**src/sv/stpq_pkg.sv**
```systemverilog
`timescale 1ns / 1ps

package stpq_pkg;

  localparam int DEPTH_DEF = 16;
  localparam int KEY_W     = 16;
  localparam int STATUS_W  = 2;
  localparam int OCC_W     = 5;

  localparam logic       OP_INSERT = 1'b0;
  localparam logic       OP_POP    = 1'b1;

  localparam logic [STATUS_W-1:0] ST_OK    = 2'd0;
  localparam logic [STATUS_W-1:0] ST_FULL  = 2'd1;
  localparam logic [STATUS_W-1:0] ST_EMPTY = 2'd2;

  typedef struct packed {
    logic [KEY_W-1:0] prio;
    logic [KEY_W-1:0] size;
    logic [KEY_W-1:0] id;
  } entry_t;

  typedef struct packed {
    logic   insert_en;
    logic   pop_en;
    entry_t new_entry;
  } cell_ctrl_t;

  // True when entry a must stand in front of entry b.
  function automatic logic goes_before(input entry_t a, input entry_t b);
    logic r;
    if (a.prio != b.prio) begin
      r = a.prio > b.prio;
    end else if (a.size != b.size) begin
      r = a.size < b.size;
    end else begin
      r = a.id < b.id;
    end
    return r;
  endfunction

endpackage

```
**src/sv/stpq_cell.sv**
```systemverilog
`timescale 1ns / 1ps

module stpq_cell (
  input  logic                clk,
  input  stpq_pkg::cell_ctrl_t ctrl,
  input  logic                occupied,
  input  stpq_pkg::entry_t    prev_entry,
  input  logic                prev_takes_new,
  input  stpq_pkg::entry_t    next_entry,
  output stpq_pkg::entry_t    entry,
  output logic                takes_new
);

  // An empty cell always yields to a new word, so the first empty cell takes it.
  assign takes_new = !occupied || stpq_pkg::goes_before(ctrl.new_entry, entry);

  always_ff @(posedge clk) begin
    if (ctrl.insert_en && takes_new) begin
      entry <= prev_takes_new ? prev_entry : ctrl.new_entry;
    end else if (ctrl.pop_en) begin
      entry <= next_entry;
    end
  end

endmodule

```
**src/sv/sorted_task_priority_queue_top.sv**
```systemverilog
`timescale 1ns / 1ps

// Sorted task queue built as a row of DEPTH cells, front entry in cell zero.
// Input words arrive on task_valid/task_stall with opcode and the three keys;
// an insert places the task behind all entries that rank ahead of or equal to
// it, a pop removes the front entry. Key fields are ignored on a pop.
// Each accepted word produces exactly one result word on
// result_valid/result_stall carrying status, the popped entry (zero unless a
// pop succeeded) and the occupancy after the operation.
// Every cell compares its entry with the new task in parallel and shifts with
// its neighbor in the same cycle, so while task_stall is low one word is taken
// per clock and its result comes out of the output register in the next cycle.
// While a result waits under result_stall, task_stall is raised and no new
// word is taken; the pending result and the queue hold their values.
// Reset empties the queue and drops any pending result; no clearing pass
// is needed because cell contents are only ever read below the count.
module sorted_task_priority_queue_top #(
  parameter int DEPTH = stpq_pkg::DEPTH_DEF
) (
  input  logic                          clk,
  input  logic                          rst,
  input  logic                          task_valid,
  output logic                          task_stall,
  input  logic                          opcode,
  input  logic [stpq_pkg::KEY_W-1:0]    task_priority,
  input  logic [stpq_pkg::KEY_W-1:0]    request_size,
  input  logic [stpq_pkg::KEY_W-1:0]    task_number,
  output logic                          result_valid,
  input  logic                          result_stall,
  output logic [stpq_pkg::STATUS_W-1:0] status,
  output logic [stpq_pkg::KEY_W-1:0]    out_priority,
  output logic [stpq_pkg::KEY_W-1:0]    out_size,
  output logic [stpq_pkg::KEY_W-1:0]    out_task,
  output logic [stpq_pkg::OCC_W-1:0]    occupancy
);

  localparam int CW = $clog2(DEPTH + 1);

  logic [CW-1:0]          count;
  logic [CW-1:0]          count_next;
  logic                   accept;
  logic                   is_full;
  logic                   is_empty;
  logic [31:0]            count_ext;
  stpq_pkg::cell_ctrl_t   ctrl;
  stpq_pkg::entry_t       new_entry;
  stpq_pkg::entry_t       zero_entry;
  stpq_pkg::entry_t       cell_entry [DEPTH];
  logic                   cell_takes_new [DEPTH];

  assign task_stall = result_valid && result_stall;
  assign accept     = task_valid && !task_stall;
  assign is_full    = count == CW'(DEPTH);
  assign is_empty   = count == '0;

  assign new_entry.prio = task_priority;
  assign new_entry.size = request_size;
  assign new_entry.id   = task_number;
  assign zero_entry     = '0;

  assign ctrl.insert_en = accept && (opcode == stpq_pkg::OP_INSERT) && !is_full;
  assign ctrl.pop_en    = accept && (opcode == stpq_pkg::OP_POP) && !is_empty;
  assign ctrl.new_entry = new_entry;

  always_comb begin
    count_next = count;
    if (ctrl.insert_en) begin
      count_next = count + CW'(1);
    end else if (ctrl.pop_en) begin
      count_next = count - CW'(1);
    end
  end

  assign count_ext = 32'(count_next);

  for (genvar i = 0; i < DEPTH; i++) begin : g_cell
    stpq_cell u_cell (
      .clk            (clk),
      .ctrl           (ctrl),
      .occupied       (CW'(i) < count),
      .prev_entry     ((i == 0) ? zero_entry : cell_entry[(i == 0) ? 0 : i - 1]),
      .prev_takes_new ((i == 0) ? 1'b0 : cell_takes_new[(i == 0) ? 0 : i - 1]),
      .next_entry     ((i == DEPTH - 1) ? zero_entry
                                        : cell_entry[(i == DEPTH - 1) ? i : i + 1]),
      .entry          (cell_entry[i]),
      .takes_new      (cell_takes_new[i])
    );
  end

  always_ff @(posedge clk) begin
    if (rst) begin
      count        <= '0;
      result_valid <= 1'b0;
    end else begin
      count <= count_next;
      if (accept) begin
        result_valid <= 1'b1;
      end else if (!result_stall) begin
        result_valid <= 1'b0;
      end
    end
  end

  always_ff @(posedge clk) begin
    if (accept) begin
      occupancy <= count_ext[stpq_pkg::OCC_W-1:0];
      if (opcode == stpq_pkg::OP_POP && !is_empty) begin
        status       <= stpq_pkg::ST_OK;
        out_priority <= cell_entry[0].prio;
        out_size     <= cell_entry[0].size;
        out_task     <= cell_entry[0].id;
      end else begin
        out_priority <= '0;
        out_size     <= '0;
        out_task     <= '0;
        if (opcode == stpq_pkg::OP_INSERT) begin
          status <= is_full ? stpq_pkg::ST_FULL : stpq_pkg::ST_OK;
        end else begin
          status <= stpq_pkg::ST_EMPTY;
        end
      end
    end
  end

`ifndef SYNTHESIS
  a_count_bound : assert property (@(posedge clk) disable iff (rst)
    count <= CW'(DEPTH))
    else $error("queue count exceeds depth");

  a_full_flag : assert property (@(posedge clk) disable iff (rst)
    accept && opcode == stpq_pkg::OP_INSERT && is_full |=>
      result_valid && status == stpq_pkg::ST_FULL && $stable(count))
    else $error("insert into full queue not flagged");

  a_empty_flag : assert property (@(posedge clk) disable iff (rst)
    accept && opcode == stpq_pkg::OP_POP && is_empty |=>
      result_valid && status == stpq_pkg::ST_EMPTY && out_task == '0)
    else $error("pop on empty queue not flagged");

  a_front_sorted : assert property (@(posedge clk) disable iff (rst)
    count >= CW'(2) |-> !stpq_pkg::goes_before(cell_entry[1], cell_entry[0]))
    else $error("front entries out of order");
`endif

endmodule
```
**config.mk**
```make
export PLATFORM = sky130hd
export DESIGN_NAME = sorted_task_priority_queue_top
export DESIGN_NICKNAME = d
export VERILOG_FILES = /design/src/sv/stpq_pkg.sv /design/src/sv/stpq_cell.sv /design/src/sv/sorted_task_priority_queue_top.sv
export SDC_FILE = /design/constraint.sdc
export NUM_CORES = 2
export LEC_CHECK = 0
export BUFFER_PORTS_ARGS = -buffer_cell sky130_fd_sc_hd__buf_4
export CORE_MARGIN = 2
export CORE_UTILIZATION = 49
export CTS_BUF_LIST = sky130_fd_sc_hd__clkbuf_2
export DETAILED_ROUTE_END_ITERATION = 10
export GPL_ROUTABILITY_DRIVEN = 0
export RECOVER_POWER = 25
export SYNTH_ARGS = -nofsm -noshare
export SYNTH_HDL_FRONTEND = slang
export SYNTH_HIERARCHICAL = 1
export SYNTH_SLANG_ARGS = --single-unit
```
**constraint.sdc**
```tcl
create_clock -name clk -period 7.2 [get_ports clk]
set_input_delay 0.72 -clock clk [delete_from_list [all_inputs] [get_ports clk]]
set_output_delay 0.72 -clock clk [all_outputs]
set_load 0.005 [all_outputs]
```
* Word-level counts from Yosys, hierarchy flattened
Cells that the tools add are included.
** Cells by class
- Add/sub/neg operators :: 2
- Order comparisons :: 64
- Equal/unequal tests :: 34
- Mux-type cells :: 85
- Bitwise operators :: 1
- Reductions and logical operators :: 76
** Operators by type and width (count)
- 48-bit 2-to-1 mux :: 47
- 16-bit less-than comparator :: 32
- 16-bit != test :: 32
- 16-bit > comparator :: 16
- 4-bit by 5-bit less-than comparator with 1-bit output, first input constant :: 8
- 1-bit 2-to-1 mux :: 35
- 2-bit nonzero test :: 16
- 1-bit logical AND :: 23
- 3-bit by 5-bit less-than comparator with 1-bit output, first input constant :: 4
- 1-bit zero test :: 19
- 1-bit logical OR :: 16
- 1-bit by 5-bit less-than comparator with 1-bit output, first input constant :: 2
- 2-bit by 5-bit less-than comparator with 1-bit output, first input constant :: 2
- 5-bit 2-to-1 mux :: 2
- 5-bit by 1-bit adder with 5-bit output, second input constant :: 1
- 5-bit equality test, second input constant :: 1
- 5-bit zero test :: 1
- 5-bit by 1-bit subtractor with 5-bit output, second input constant :: 1
- 2-bit 2-to-1 mux :: 1
- 2-bit by 1-bit != test with 1-bit output, second input constant :: 1
- 2-bit OR reduction :: 1
- 1-bit inverter :: 1
** Storage, ports and cells
- Bits in registers :: 829
- Output and inout bits :: 57
- Logic and storage cells :: 318

* Depth between registers and ports, before layout
- Depth after elaboration :: 7
- Depth in mapped cells :: 14

* Hierarchy
Netlist, hierarchy kept.
** By module, submodules not included
- stpq_cell (g_cell[0].u_cell ...) :: instances 15, cells each 329, area each 3838.7 sq um, sequential area each 1441.4 sq um
- stpq_cell (g_cell[15].u_cell) :: instances 1, cells each 330, area each 3880.0 sq um, sequential area each 1441.4 sq um
- sorted_task_priority_queue_top :: instances 1, cells each 206, area each 2675.1 sq um, sequential area each 1771.7 sq um

* Worst setup path after synthesis
Ideal clock, no wire load.
- Path kind :: register to register
- Start :: register count[1]
- End :: register g_cell[15].u_cell/entry[0] in the netlist's numbering, enable pin
- Data arrival time :: 6132 ps
- Slack :: 655 ps
- Stages on the path, launching flop included :: 10
- Period minus slack after synthesis :: 6545 ps
- Path through :: dfxtp_1 inv_1 ha_1 and4bb_2 nor3_1 a31o_2 a31oi_4 buf_6 buf_8 nand2b_1
** RTL lines
- from (decl) :: line sorted_task_priority_queue_top.sv:39 : logic [CW-1:0] count;
- from (signal assigned) :: line sorted_task_priority_queue_top.sv:95 : count <= count_next;
- to (signal assigned) :: line stpq_cell.sv:19 : entry <= prev_takes_new ? prev_entry : ctrl.new_entry;
- to (signal assigned) :: line stpq_cell.sv:21 : entry <= next_entry;
- to (decl) :: line stpq_cell.sv:10 : output stpq_pkg::entry_t entry,

==> results.py <==
metrics = {
    "status": {
        "outcome": "finished, violations left",
        "violations": "capacitance limit, slew limit",
    },
    "routing": {
        "vias": 43001,
        "route.detailed.drc": 0,
        "vias_per_cell": 5.55,
        "first_iter_violations": 2537,
        "finalWirelength_um": 153000,
        "dr.pass1.iters": 7,
        "antenna_left": 0,
        "wire_per_inst_um": 19.7,
    },
    "clocking": {
        "cts_buffers": 232,
        "insertion_delay_ns": 1.58,
        "ctsResizeCount": 0,
        "clk_pin_slew_ns": 0.10,
        "ctsRootBufferMaster": "clkbuf_2",
        "cts.sinks": 829,
        "htreeDepth": 4,
        "cts_tree": "done",
        "clockBufferDepth": 3,
    },
    "pwr": {
        "irDropWorstVdd_uv": 171,
        "p_leak_uw": 0.0305,
        "power_uw": 19500,
        "p_per_area_nw_per_um2": 280,
    },
    "timing": {
        "skew_ns": 0.0721,
        "slew_headroom_pct": -108,
        "period_share_pct": 79.2,
        "tns_ns": 0,
        "rsz0062_at_grt": "no",
        "finalHoldViolations": 0,
        "slew_viol_final": 206,
        "worst_slew_pin_slew_ns": 3.11,
        "period_minus_slack_ns": 5.71,
        "timing.fmax_mhz": 175,
        "setup_viol": 0,
    },
    "worst_setup_path": {
        "r2r_slack_ns": 1.49,
        "cp.arrival_ns": 6.93,
        "worstPathRequired_ns": 8.42,
        "start_kind": "register",
        "worstSetupEndpointType": "register",
        "worstPathMaxFanout": 50,
        "crit_type": "reg -> reg",
    },
    "synth": {
        "syn_avg_cell_area_um2": 11.7,
        "syn_area_um2": 64100,
        "ys_warn_count": 6,
        "syn_inst": 5468,
    },
    "hold_path": {
        "hold_path.class": "in -> reg",
    },
    "placed_design": {
        "placed_area_um2": 67200,
        "numPortBuffers": 109,
        "dp_hpwl_um": 116000,
    },
    "die": {
        "die_w_um": 366,
        "ios": 110,
        "core_area_um2": 130000,
        "die_area_um2": 134000,
        "die_h_um": 366,
        "start_util_pct": 49.5,
        "row_count": 132,
    },
    "global_route": {
        "grt_pass1_wl_um": 245000,
        "gr-total-overflow": 0,
        "grt_pass1_vias": 44944,
        "grt_max_degree": 59,
        "track_usage_pct": 22.6,
        "antenna_found_initial": 3,
    },
    "final_layout": {
        "final_area_um2": 69700,
        "final_cell_mix": "mux2_2, edfxtp_1, inv_1",
        "drive_gt1_share_pct": 35.5,
        "finalNetCount": 6640,
        "final_common_cell": "mux2_2",
        "area_growth_pct": 8.70,
    },
    "job": {
        "drv_cap": 6,
    },
}
## layout make-up
cell class	instances	area, um2
fillers	11483	60000
repair buffers	225	1790
flip-flops and latches	829	24800
clock buffers	352	1760
diodes	6	15.0
inverters	760	2850
clock inverters	53	253
multi-input cells	3783	36000
well taps	1742	2180
## metrics by stage
stage / hold slack (ns) / worst slack [ns] / util (%) / cells
detailed placement: 0.566 / 1.84 / 51.8 / 7278
global placement: 0.557 / 1.90 / 51.8 / 7278
floorplan: 0.541 / 0.655 / - / 5564
CTS: 0.0250 / 2.42 / 53.8 / 7744
finish: 0.380 / 1.49 / 53.8 / 7750
global route: 0.148 / 1.09 / 53.8 / 7750
## critical path, stage by stage (launching register included)
cell and delay (ns):
dfxtp_1 0.60, inv_1 0.31, ha_1 0.36, or4b_1 1.20, nand2_1 0.23, nor2_2 0.16
clkbuf_1 1.12, nand2b_1 0.80, buf_4 0.52
## state kept, by name, indices dropped and copies added, names as in the netlist
name,count
result_valid,1
occupancy,5
out_task,16
count,5
g_cell.u_cell/entry,768
status,2
out_priority,16
out_size,16
## final timing paths
| check | start | to | cells past startpoint |
|---|---|---|---|
| worst max register to register | count[1] | g_cell[4].u_cell/entry[24] | 8 |
| worst min register to register | g_cell[15].u_cell/entry[37] | g_cell[14].u_cell/entry[37] | 1 |
| worst min-delay path | opcode | status[1] | 3 |
| worst max-delay path | count[1] | g_cell[4].u_cell/entry[24] | 8 |
## power by group
part           switching (uW)  leakage (uW)  internal (uW)
clock                    2110       0.00159           1360
sequential                996       0.00789           7200
combinational            3840        0.0210           4000
## timing repair
item | CTS | global route
setup buffers | 0 | 0
endpoints found under the hold margin | 899 | 0
hold buffers | 61 | 0
## layer usage
| layer | GRT usage (%) | vias to the layer above | share of wire [%] |
|---|---|---|---|
| met5 | 0 | - | 0 |
| met4 | 8.05 | 0 | 2.6 |
| met3 | 3.23 | 276 | 3.7 |
| met2 | 35.5 | 838 | 44 |
| met1 | 31.8 | 20761 | 49 |
| li1 | - | 21126 | - |
Power figures use the tool's default switching activity.
